## config.mk

```make
export PLATFORM = sky130hd
export DESIGN_NAME = hsc_front
export DESIGN_NICKNAME = d
export VERILOG_FILES = /design/src/sv/hsc_pkg.sv /design/src/sv/hsc_front.sv
export SDC_FILE = /design/constraint.sdc
export NUM_CORES = 1
export LEC_CHECK = 0
export BUFFER_PORTS_ARGS = -buffer_cell sky130_fd_sc_hd__buf_2
export CAP_MARGIN = 10
export CORE_UTILIZATION = 50
export DETAILED_ROUTE_END_ITERATION = 7
export HOLD_SLACK_MARGIN = 0.03
export PLACE_DENSITY = 0.72
export SLEW_MARGIN = 20
export SYNTH_ARGS = -nofsm -noshare
export SYNTH_HDL_FRONTEND = slang
export SYNTH_SLANG_ARGS = --single-unit
```

## constraint.sdc

```tcl
create_clock -name clk -period 8.55 [get_ports clk]
set_clock_uncertainty 0.2 [all_clocks]
set_input_delay 0.855 -clock clk [delete_from_list [all_inputs] [get_ports clk]]
set_output_delay 0.855 -clock clk [all_outputs]
set_load 0.1 [all_outputs]
```

## src/sv/hsc_pkg.sv

```systemverilog
// hsc_pkg: shared codes, constants and status types of the histogram clipper
// no dependencies; imported by every module of the block but hsc_ram
package hsc_pkg;

    localparam int PROP_BITS    = 16;
    localparam int CFG_IDX_BITS = 2;

    typedef enum logic
    {
        OP_ACCUM = 1'b0,
        OP_CLIP  = 1'b1
    } op_t;

    typedef enum logic
    {
        KIND_SAMPLE  = 1'b0,
        KIND_SUMMARY = 1'b1
    } kind_t;

    typedef enum logic [CFG_IDX_BITS-1:0]
    {
        REG_LOW_BOUND       = 2'd0,
        REG_HIGH_BOUND      = 2'd1,
        REG_MEAN_VALUE      = 2'd2,
        REG_CLIP_PROPORTION = 2'd3
    } reg_idx_t;

    typedef struct packed
    {
        logic busy;
        logic done;
    } div_stat_t;

endpackage

```

## src/sv/hsc_front.sv

```systemverilog
// hsc_front: configuration registers, range narrowing and sample classification
// depends on hsc_pkg; feeds hsc_queue
module hsc_front #(
    parameter int S   = 16,
    parameter int CDW = 16,
    parameter int EW  = 64
) (
    input  logic                            clk,
    input  logic                            rst_n,
    input  logic                            cfg_we,
    input  logic [hsc_pkg::CFG_IDX_BITS-1:0] cfg_index,
    input  logic [CDW-1:0]                  cfg_data,
    input  logic                            in_valid,
    output logic                            in_ready,
    input  logic                            op,
    input  logic signed [S-1:0]             sample,
    input  logic                            last,
    output logic                            q_valid,
    input  logic                            q_ready,
    output logic [EW-1:0]                   q_data,
    output logic [hsc_pkg::PROP_BITS-1:0]   clip_proportion
);
    import hsc_pkg::*;

    localparam int NB  = S + 2;
    localparam int SNB = S + 3;

    typedef struct packed
    {
        logic                  op;
        logic                  last;
        logic                  in_range;
        logic signed [S-1:0]   x;
        logic [NB-1:0]         off;
        logic signed [SNB-1:0] span;
        logic signed [NB-1:0]  nlo;
        logic signed [NB-1:0]  nhi;
    } entry_t;

    logic signed [S-1:0]      low_reg, high_reg, mean_reg;
    logic [PROP_BITS-1:0]     prop_reg;
    logic signed [NB-1:0]     lo_x, hi_x, mn_x, mn2, x_x;
    logic signed [NB-1:0]     up_gap, dn_gap, nlo, nhi;
    entry_t                   ent;

    always_ff @(posedge clk or negedge rst_n)
    begin
        if (!rst_n)
        begin
            low_reg  <= {1'b1, {(S-1){1'b0}}};
            high_reg <= {1'b0, {(S-1){1'b1}}};
            mean_reg <= '0;
            prop_reg <= '0;
        end
        else if (cfg_we)
        begin
            case (cfg_index)
                REG_LOW_BOUND:       low_reg  <= cfg_data[S-1:0];
                REG_HIGH_BOUND:      high_reg <= cfg_data[S-1:0];
                REG_MEAN_VALUE:      mean_reg <= cfg_data[S-1:0];
                REG_CLIP_PROPORTION: prop_reg <= cfg_data[PROP_BITS-1:0];
                default:             ;
            endcase
        end
    end

    // narrowing so that the mean sits midway
    assign lo_x   = {{2{low_reg[S-1]}}, low_reg};
    assign hi_x   = {{2{high_reg[S-1]}}, high_reg};
    assign mn_x   = {{2{mean_reg[S-1]}}, mean_reg};
    assign mn2    = {mean_reg[S-1], mean_reg, 1'b0};
    assign x_x    = {{2{sample[S-1]}}, sample};
    assign up_gap = hi_x - mn_x;
    assign dn_gap = mn_x - lo_x;
    assign nhi    = (up_gap > dn_gap) ? (mn2 - lo_x) : hi_x;
    assign nlo    = (up_gap > dn_gap) ? lo_x : (mn2 - hi_x);

    always_comb
    begin
        ent.op       = op;
        ent.last     = last;
        ent.in_range = (x_x >= nlo) && (x_x <= nhi);
        ent.x        = sample;
        ent.off      = NB'(x_x - nlo);
        ent.span     = {nhi[NB-1], nhi} - {nlo[NB-1], nlo};
        ent.nlo      = nlo;
        ent.nhi      = nhi;
    end

    assign q_data          = EW'(ent);
    assign q_valid         = in_valid;
    assign in_ready        = q_ready;
    assign clip_proportion = prop_reg;

endmodule

```

==> implementation parameters <==
Parameter                              Value

Route
  DRC violation count after routing ... 0
  Initial detailed-routing violation count ... between 300 and 400
  Detailed-route wire length ... approximately 18000 um
  Total via count in the routed design ... ~7000
  Router iterations before antenna repair ... 5
  Remaining antenna violation count after routing ... 0
  WL per Instance ... roughly 15 um
  Vias per cell ... about 5.6

Logic synthesis
  Area fraction in and, or, nand and nor cells after synthesis ... 0.152
  Top cells by count, synth ... 102 x ha_1, 95 x inv_1, 72 x nand2_1, 70 x o21ai_0, 64 x nor2_1
  Largest family of logic cells by synthesized area ... compound AO/OA/AOI/OAI gates
  Multiplexer area fraction after synthesis ... 0.0839
  Cells after Synth ... around 890
  Synth warnings ... 0
  Seq/Total Area, Yosys ... 0.218
  Most instantiated flip-flop cell in the synthesis netlist ... dfrtp_1
  Largest cells by area after synthesis ... ha_1 17%, dfrtp_1 16%, mux2_2 7.7%
  Number of enable-type register cells in the synthesized netlist ... 0
  Area share of the leading cell type in the synthesized netlist ... 0.171
  Total nets after synthesis ... around 1000
  Post-synthesis share of cell area spent on full adders, half adders and majority gates ... 0.193
  FFs w/ async S/R, synth ... 1.00
  Average instance area after synthesis ... 8.36 um^2
  Post-synthesis cell area ... 0.00744 mm^2
  Largest area contributor in the synthesized netlist ... ha_1
  Share of the synthesized area in compound gates (AO/OA/AOI/OAI) ... 0.203
  Number of distinct library cell variants in the gate-level netlist after synthesis ... 69
  Synth Area in XOR/XNOR ... 0.0879
  Most used standard cell by instance count after synthesis ... ha_1
  Total of flip-flops plus latches after synthesis ... 64

Die
  Width of the die ... between 100 and 150 um
  Vertical die dimension ... approximately 120 um
  Number of standard-cell rows in the floorplan ... 44
  Placeable core region ... ~0.015 mm^2
  Ports placed on the boundary ... ~120
  Area of the die ... between 0.015 and 0.02 mm^2
  Initial Utilization ... 0.512

Timing
  # setup viols final ... 0
  Final period util ... 0.966
  Max-slew headroom at the worst pin ... 0.422
  TNS Setup ... 0 ns
  Clock period minus worst slack ... 8.26 ns
  Pin slew with the least headroom to its limit ... about 0.86 ns
  Number of hold violations in the final report ... 0
  Fin. max-slew vios ... 0
  Maximum clock frequency ... between 100 and 150 MHz

Layout
  Finished layout cell area ... 0.00920 mm^2
  Sequential standard cell area ... 0.00163 mm^2
  Total of fill cells in the finished design ... about 1300
  Final core occ ... 0.633
  Relative area change from synthesis to final layout ... 23.6%
  Fraction of final layout cells sized beyond drive strength 1 ... 0.285
  Multi-input gate area in the final layout ... ~0.0057 mm^2
  Number of standard cells in the layout, taps in and fillers out ... around 1200
  ANT cells ... 0
  Net total in the final layout ... roughly 1200

Clocking
  Root Driver ... clkbuf_16
  Worst-path clk slew ... 0.05 ns
  CTS Hold Bufs ... 0
  Clock tree from TritonCTS ... yes
  Depth of the CTS H-tree ... 3
  Clock sink count ... between 60 and 70
  Cts bufs inserted ... 9
  Clock latency on the worst-skew pair ... between 0.3 and 0.4 ns
  Longest Clk Path Bufs ... 2

GRT
  GR Overflow Total ... 0
  Via count of the first global-routing pass ... just over 6000
  Maximum number of pins on one net before global-route repair ... 65
  Total Routing Usage GR ... 0.242
  Antenna violations before repair ... 0
  Global-route wire length before repair ... between 20000 and 30000 um

Setup path
  CP arrival ... just over 7 ns
  Critical path start-end classification ... reg2out
  Cell count of the worst reg-to-reg path ... 2
  Required time at the worst-slack endpoint ... between 7 and 8 ns
  Setup crit end kind ... output pin
  Largest stage delay on the critical path ... around 0.43 ns
  Startpoint Class ... flop
  Standard cell with the maximum stage delay on the critical path ... a221o_1
  Critical Path Fanout Max ... 6

Place
  Cell total after placement ... 1194
  Final RePlAce weighted congestion ... ~0.89
  Placed Instance Area ... 0.00872 mm^2
  Number of input and output port buffers inserted ... 108
  Half-perimeter wire length after detailed placement ... between 10000 and 15000 um

Flow run
  Max-capacitance violation count ... 0

Hold path
  Hold Crit Class ... reg2reg
  Instance count along the most critical hold path ... 1

Status
  Result of the run ... finished, final reports clean
## critical path: cells and delay by family (launching register included)
kind | cells | cell delay [ns]
AOI/OAI and AO/OA | 21 | 4.09
adders and majority gates | 4 | 1.21
buffers and inverters | 5 | 0.76
DFF | 1 | 0.40
and+or+nand+nor | 4 | 0.38
## layout make-up
cell class	instances	share of cell area
inverters	95	0.0390
clock buffers	12	0.0279
flip-flops and latches	64	0.177
repair buffers	145	0.106
clock inverters	3	0.00190
well taps	184	0.0250
multi-input cells	713	0.624
## layer usage
metal	vias up	part of all wire	global-route usage
li1	3445	-	-
met1	3187	0.49	0.352
met2	173	0.45	0.380
met3	16	0.047	0.0224
met4	0	0.013	0.0685
met5	-	0	0
## final timing paths
kind | startpoint | to | slack (ns)
worst max-delay path | mean_reg[0]$_DFFE_PN0P_ | q_data[54] | 0.29
worst min-delay path | clip_proportion[11]$_DFFE_PN0P_ | clip_proportion[11]$_DFFE_PN0P_ | 0.30
worst max register to register | mean_reg[1]$_DFFE_PN0P_ | mean_reg[1]$_DFFE_PN0P_ | 7.44
worst min register to register | clip_proportion[11]$_DFFE_PN0P_ | clip_proportion[11]$_DFFE_PN0P_ | 0.30
max in group asynchronous | rst_n | mean_reg[0]$_DFFE_PN0P_ | 7.06
min in group asynchronous | rst_n | high_reg[15]$_DFFE_PN0P_ | 0.48
## cells in the final DEF, fill, tap and decap left out, types with 36 or more instances in the layout
| cell type | count |
|---|---|
| o21ai_0 | 50 |
| buf_4 | 36 |
| dfrtp_1 | 45 |
| ha_1 | 99 |
| mux2_2 | 51 |
| buf_2 | 97 |
| inv_1 | 94 |
| nand2_1 | 72 |
| a21oi_1 | 45 |
| nor2_1 | 60 |
## logic make-up (layout without fill, tap and decap cells)
logic type / after synthesis / count (layout)
simple gates: 240 / 240
buf+inv: 114 / 255
other cells: 1 / 1
flops: 64 / 64
fa+ha+maj: 113 / 113
xor+xnor: 70 / 70
compound gates: 233 / 233
mux: 56 / 56
## timing repair
item,in CTS,in global routing
cloned,0,0
resized for setup,6,43
setup endpoints to repair,9,17
buffers inserted,0,7
pin swaps,1,20
## metrics by stage
stage	setup WS (ns)	hold slack, ns
2_1_floorplan	-0.207	0.331
3_3_place_gp	0.204	0.282
3_5_place_dp	0.0858	0.287
4_1_cts	0.00875	0.301
5_1_grt	-0.105	0.317
6_report	0.287	0.296
Power is left out: the tool's default activity adds up to more than one toggle a clock period on the data nets, which glitch-free logic cannot reach.
