`src/sv/hsc_pkg.sv`:
```
// hsc_pkg: shared codes, constants and status types of the histogram clipper
// no dependencies; imported by every module of the block but hsc_ram
package hsc_pkg;

    localparam int PROP_BITS    = 16;
    localparam int CFG_IDX_BITS = 2;

    typedef enum logic
    {
        OP_ACCUM = 1'b0,
        OP_CLIP  = 1'b1
    } op_t;

    typedef enum logic
    {
        KIND_SAMPLE  = 1'b0,
        KIND_SUMMARY = 1'b1
    } kind_t;

    typedef enum logic [CFG_IDX_BITS-1:0]
    {
        REG_LOW_BOUND       = 2'd0,
        REG_HIGH_BOUND      = 2'd1,
        REG_MEAN_VALUE      = 2'd2,
        REG_CLIP_PROPORTION = 2'd3
    } reg_idx_t;

    typedef struct packed
    {
        logic busy;
        logic done;
    } div_stat_t;

endpackage

```
`src/sv/hsc_queue.sv`:
```
// hsc_queue: two-entry request queue between front and back
// depends on hsc_pkg only by convention
module hsc_queue #(
    parameter int W = 64
) (
    input  logic         clk,
    input  logic         rst_n,
    input  logic         in_valid,
    output logic         in_ready,
    input  logic [W-1:0] in_data,
    output logic         out_valid,
    input  logic         out_ready,
    output logic [W-1:0] out_data
);
    import hsc_pkg::*;

    logic [W-1:0] mem_reg [2];
    logic         wptr_reg, rptr_reg;
    logic [1:0]   cnt_reg, cnt_next;
    logic         push, pop;

    assign in_ready  = (cnt_reg != 2'd2);
    assign out_valid = (cnt_reg != 2'd0);
    assign out_data  = mem_reg[rptr_reg];
    assign push      = in_valid && in_ready;
    assign pop       = out_valid && out_ready;

    always_comb
    begin
        cnt_next = cnt_reg;
        if (push && !pop)
        begin
            cnt_next = cnt_reg + 2'd1;
        end
        else if (pop && !push)
        begin
            cnt_next = cnt_reg - 2'd1;
        end
    end

    always_ff @(posedge clk or negedge rst_n)
    begin
        if (!rst_n)
        begin
            wptr_reg <= 1'b0;
            rptr_reg <= 1'b0;
            cnt_reg  <= 2'd0;
        end
        else
        begin
            cnt_reg <= cnt_next;
            if (push)
            begin
                wptr_reg <= !wptr_reg;
            end
            if (pop)
            begin
                rptr_reg <= !rptr_reg;
            end
        end
    end

    always_ff @(posedge clk)
    begin
        if (push)
        begin
            mem_reg[wptr_reg] <= in_data;
        end
    end

endmodule

```
`config.mk`:
```
export PLATFORM = sky130hd
export DESIGN_NAME = hsc_queue
export DESIGN_NICKNAME = d
export VERILOG_FILES = /design/src/sv/hsc_pkg.sv /design/src/sv/hsc_queue.sv
export SDC_FILE = /design/constraint.sdc
export NUM_CORES = 1
export LEC_CHECK = 0
export BUFFER_PORTS_ARGS = -buffer_cell sky130_fd_sc_hd__buf_2
export CAP_MARGIN = 20
export CELL_PAD_IN_SITES_DETAIL_PLACEMENT = 0
export CELL_PAD_IN_SITES_GLOBAL_PLACEMENT = 2
export CORE_UTILIZATION = 38
export CTS_CLUSTER_SIZE = 12
export DETAILED_ROUTE_END_ITERATION = 8
export GPL_TIMING_DRIVEN = 0
export HOLD_SLACK_MARGIN = 0.02
export PLACE_DENSITY = 0.86
export SLEW_MARGIN = 20
export SYNTH_ARGS = -nofsm -noshare
export SYNTH_HDL_FRONTEND = slang
export SYNTH_SLANG_ARGS = --single-unit
```
`constraint.sdc`:
```
create_clock -name clk -period 5.05 [get_ports clk]
set_input_delay 0.7575 -clock clk [delete_from_list [all_inputs] [get_ports clk]]
set_output_delay 0.7575 -clock clk [all_outputs]
set_load 0.02 [all_outputs]
```
==> results of run 1 <==
## worst register-to-register path: stages, from the launching register on
cell and delay, ns:
dfrtp_1 0.40, nand2b_1 0.19, nand2_1 0.15, nor2_4 0.62, buf_12 0.28
## final cells by class
cell class                      instances  share of cell area (%)
Multi-Input combinational cell         77                    15.3
Timing Repair Buffer                  136                    11.1
Buffer                                  7                    1.10
Sequential cell                       132                    59.5
Inverter                                1                  0.0566
Clock inverter                          8                    2.19
Clock buffer                           24                    7.57
Tap cell                              172                    3.25
## power groups by stage
stage | sequential (uW) | clock, uW | combinational [uW]
after floorplan | 1590 | 0 | 1030
after global placement | 1610 | 0 | 1390
after detailed placement | 1590 | 0 | 1450
after CTS | 1570 | 1340 | 1450
after global routing | 1580 | 1380 | 1530
final | 1560 | 1320 | 1420
## placed cells by master (no fill, tap or decap), drive strengths merged
cell and count:
and3 1, buf 143, bufinv 4, clkbuf 24
clkinv 2, clkinvlp 2, dfrtp 4, edfxtp 128
ha 1, inv 1, mux2 64, nand2 2
nand2b 1, nor2 2, or2 1, xnor2 3
xor2 2
## through the flow
stage	setup WS [ns]	cell area [sq um]	setup TNS [ns]	total power, uW	utilization (%)
floorplan	1.03	5020	0	2610	-
global placement	-0.569	5900	-36.20	2990	46.2
detailed placement	2.81	5980	0	3030	46.8
CTS	2.63	6630	0	4360	51.9
global route	2.60	6630	0	4500	51.9
finish	2.68	6630	0	4300	51.9
## layer usage
layer / share of wire [%] / global-route usage [%] / up-vias
met5: 0.15 / 0 / -
met4: 1.8 / 7.34 / 2
met3: 6.7 / 5.92 / 14
met2: 51 / 22.2 / 86
met1: 40 / 14.5 / 1212
li1: - / - / 1169
## kinds of logic after synthesis
| family | Yosys count | share of synthesized area (%) |
|---|---|---|
| xor gates and xnor gates | 5 | 0.873 |
| adders and majority gates | 1 | 0.249 |
| buffers and inverters | 8 | 1.52 |
| DFF | 132 | 78.6 |
| muxes | 64 | 18.1 |
| and+or+nand+nor | 7 | 0.673 |
## final timing paths
check / startpoint / end / slack (ns)
setup / recovery: rptr_reg / out_data[17] / 2.68
hold / removal: rst_n / cnt_reg[0] / 0.14
setup reg to reg: cnt_reg[0] / mem_reg[0][10] / 3.10
hold reg to reg: cnt_reg[1] / cnt_reg[1] / 0.50
max in group asynchronous: rst_n / rptr_reg / 4.78
min in group clk: cnt_reg[1] / cnt_reg[1] / 0.50
==> results.yml, run 1 <==
layout:
  fillCellCount: 1032
  largest_reg_flops: 128
  syn_to_final_growth_pct: 32.0
  multi_input_area_sq_um: 1010
  seqCellArea_sq_um: 3940
  fin_cells: 557
  finalNetCount: 441
  drive_gt1_share_pct: 62.1
  diodes: 0
drt:
  post-route-drc-count: 0
  routedWlPerCell_microns: 15.3
  drt_iter0_drc: 186
  avgViaCountPerCell: 4.46
  first_pass_iters: 4
  routed_wl_microns: 8510
  vias: 2483
  detail-route-antenna-nets: 0
timing:
  clock.fmax_mhz: 421
  setup_viol: 0
  hold_viol_final: 0
  slew_headroom_pct: 47.9
  fin_skew_ns: 0.00511
  rsz0062_at_grt: "no"
  fin_crit_sh_pct: 47.0
  post-route-min-period_ns: 2.37
  finalMaxSlewViolations: 0
  hold_ws_ns: 0.142
  tightest_slew_ns: 0.779
critical_path:
  path_common_cell: "buf_6"
  path_depth: 4
  max_stage_delay_ns: 0.35
  end_kind: "output pin"
  worstPathArrival_ns: 1.62
  crit_fanout: 10
  crit_chain: "buf_6, buf_6, mux2_4, buf_2"
  crit_type: "flop to output pin"
  required_ns: 4.29
  start_kind: "flop"
  crit_family: "buffers and inverters"
  crit_slowest_cell: "dfrtp_1"
  reg2regPathDepth: 4
  critPathBufInv: 3
run_status:
  status: "complete, no violations"
power_and_ir_drop:
  p_leak_uw: 0.00265
  power_frac_clock_pct: 30.6
  p_per_area_nw_per_um2: 649
  power_frac_comb_pct: 33.0
  sw_frac_of_total_pct: 29.5
  max-vdd-ir-drop_mv: 0.472
  power_switching_uw: 1270
  p_seq_share_pct: 36.4
  power.internal_uw: 3030
cts:
  clock_latency_ns: 0.41
  cts_hold_buf: 0
  cts_buffers: 17
  cts_sinks: 132
  clk_pin_slew_worst_paths_ns: 0.05
  postCtsSetupBuffers: 0
  h-tree-depth: 4
  ctsResizeCount: 0
  cts_tree: "yes"
  cts_buffer_depth: 2
  root_buffer: "clkbuf_16"
synth:
  synth_fp_nets: 286
  synth.most_common_cell: "edfxtp_1"
  ys_top_cells_by_area: "edfxtp_1, mux2_4, mux2_2, dfrtp_1, buf_6"
  synth_edf_count: 128
  synthCells: 217
  syn_avg_cell_area_sq_um: 23.1
  synth_commonest_cells: "edfxtp_1, mux2_4, mux2_2"
  synth_top_area_share_pct: 76.6
  yosysTopAreaCell: "edfxtp_1"
  synth-seq-cells: 132
  post_synth_num_cell_types: 15
  synthFlopType: "edfxtp_1"
  synthArstFlopShare_pct: 3.03
  yosysWarningCount: 0
  syn_area_sq_um: 5020
  ys_seq_area_share_pct: 78.6
grt:
  grt.total_usage_pct: 13.4
  antenna_found_initial: 1
  grt_pass1_wl_microns: 12800
  grt_max_degree: 39
  grt-ovfl-total: 0
  first_global_vias: 2561
floorplan:
  core_area_sq_um: 12800
  start_util_pct: 39.3
  die_area_sq_um: 13700
  rows: 41
  die-height_microns: 117
  die_w_microns: 117
  pin_count: 134
min_path:
  holdCritPathClass: "input port to asynchronous set/reset pin"
placed_design:
  dpl.hpwl_microns: 5730
  dpl.cell_count: 525
  port_buffers: 133
  place.gp.congestion: 0.643
flow_run:
  maxCapViolCount: 0
Note: power is estimated with default switching activity, not from simulation.
==> run 2, diff against run 1 <==
clock period = 2.45 ns   (was 5.05 ns; I/O delays follow)
==> run 2 against run 1 <==
  * Clock-buffer cell count shrank 5
  * Die area is the same
  * Largest power group unchanged
  * Power grew 100%
  * Critical path depth is the same
  * Highest routed layer is now met4
  * Wire length shrank 2.8%
  * Sequential share of layout area grew 0.27 points
  * Sequential power grew 110%
  * Clock power grew 83%
  * Largest cell class unchanged
  * Via count shrank 0.81%
==> results.yml, run 2 (synthesized netlist as in run 1, its figures left out) <==
run_status:
  status: "complete, no violations"
power_and_ir_drop:
  max-vdd-ir-drop_mv: 0.661
  sw_frac_of_total_pct: 30.1
  power.internal_uw: 6020
  p_per_area_nw_per_um2: 1310
  p_leak_uw: 0.00263
  p_seq_share_pct: 37.4
  power_switching_uw: 2590
  power_frac_clock_pct: 28.2
  power_frac_comb_pct: 34.4
  finalPower_uw: 8610
layout:
  largest_reg_flops: 128
  finalNetCount: 443
  syn_to_final_growth_pct: 31.4
  drive_gt1_share_pct: 61.1
  diodes: 0
  final_common_cell: "buf_2"
  final_area_sq_um: 6600
  layout_common_cells: "buf_2, edfxtp_1, mux2_4"
  fin_cells: 558
cts:
  postCtsSetupBuffers: 0
  root_buffer: "clkbuf_16"
  cts_buffers: 17
  cts_tree: "yes"
  clk_pin_slew_worst_paths_ns: 0.05
  cts_sinks: 132
  cts_buffer_depth: 2
  h-tree-depth: 4
  clock_latency_ns: 0.41
floorplan:
  die-height_microns: 117
  die_area_sq_um: 13700
  rows: 41
  die_w_microns: 117
  pin_count: 134
  core_area_sq_um: 12800
  start_util_pct: 39.3
drt:
  drt_iter0_drc: 168
  avgViaCountPerCell: 4.41
  routedWlPerCell_microns: 14.8
  detail-route-antenna-nets: 0
  post-route-drc-count: 0
  routed_wl_microns: 8270
  vias: 2463
  first_pass_iters: 5
critical_path:
  crit_fanout: 10
  crit_type: "flop to output pin"
  required_ns: 2.08
  r2r_slack_ns: 0.59
  worstPathArrival_ns: 1.62
  r2r-end: "mem_reg[0][58]"
  reg2regPathDepth: 5
  r2r_start: "cnt_reg[0]"
  crit_start: "rptr_reg"
  end_kind: "output pin"
  start_kind: "flop"
placed_design:
  dpl.hpwl_microns: 5770
  port_buffers: 133
  dpl_worst_slack_ns: 0.529
  placed_area_sq_um: 6010
  place.gp.congestion: 0.633
  dpl.cell_count: 526
min_path:
  worst_hold_path.endpoint: "mem_reg[1][56]"
  hp-start: "in_data[56]"
  whs_path_depth: 1
  holdCritPathClass: "input port to flop"
grt:
  first_global_vias: 2564
  grt.total_usage_pct: 12.8
  grt_max_degree: 36
  antenna_found_initial: 0
  grt-ovfl-total: 0
  grt_pass1_wl_microns: 12300
timing:
  slew_headroom_pct: 63.1
  layout_setup_ws_ns: 0.466
  hold_ws_ns: 0.146
  finalMaxSlewViolations: 0
  fin_crit_sh_pct: 81.0
  setup_viol: 0
  fin_skew_ns: 0.00417
  rsz0062_at_grt: "no"
  clock.fmax_mhz: 504
  post-route-min-period_ns: 1.98
  tightest_slew_ns: 0.551
  hold_viol_final: 0
flow_run:
  maxCapViolCount: 0
[run 2: timing repair]
| action | in CTS | in global routing |
|---|---|---|
| gates resized for setup | 0 | 0 |
| hold buffers | 1 | 0 |
| hold endpoints to repair | 4 | 0 |
[run 2: final cells by class]
type,count,area [sq um]
multi-input cells,77,1010
inverters,1,3.75
well taps,172,215
plain buffers,7,72.6
clock buffers,19,433
fillers,1041,6180
repair buffers,138,778
flip-flops and latches,132,3940
clock inverters,12,139
[run 2: routing by layer]
| metal | vias up | track usage, % | routed length (microns) | share of wire, % |
|---|---|---|---|---|
| li1 | 1175 | - | - | - |
| met1 | 1182 | 13.3 | 3230 | 39 |
| met3 | 19 | 5.36 | 546 | 6.6 |
| met4 | 0 | 7.09 | 160 | 1.9 |
| met5 | - | 0 | 0 | 0 |
| met2 | 87 | 22.0 | 4330 | 52 |
[run 2: worst max-delay path: stages (launching register included)]
cell and delay [ns]:
dfrtp_1 0.35, buf_6 0.18, buf_6 0.20, mux2_4 0.31
buf_2 0.16
[run 2: power groups by stage]
stage	registers [uW]	logic [uW]	clock network, uW
finish	3220	2960	2420
global placement	3270	2860	0
floorplan	3240	2130	0
global route	3260	3190	2570
detailed placement	3270	3030	0
CTS	3230	3040	2480
[run 2: worst max-delay path by stage]
stage                          end  depth (start not counted)
floorplan            mem_reg[0][0]                          3
global placement     mem_reg[0][3]                          3
detailed placement  mem_reg[0][58]                          5
CTS                    out_data[0]                          4
global route           out_data[0]                          4
finish                 out_data[0]                          4
[run 2: through the flow]
step	utilization [%]	setup TNS [ns]
detailed placement	47.1	0
finish	51.6	0
floorplan	-	0
global placement	46.3	-8.47
CTS	51.6	0
global route	51.6	0
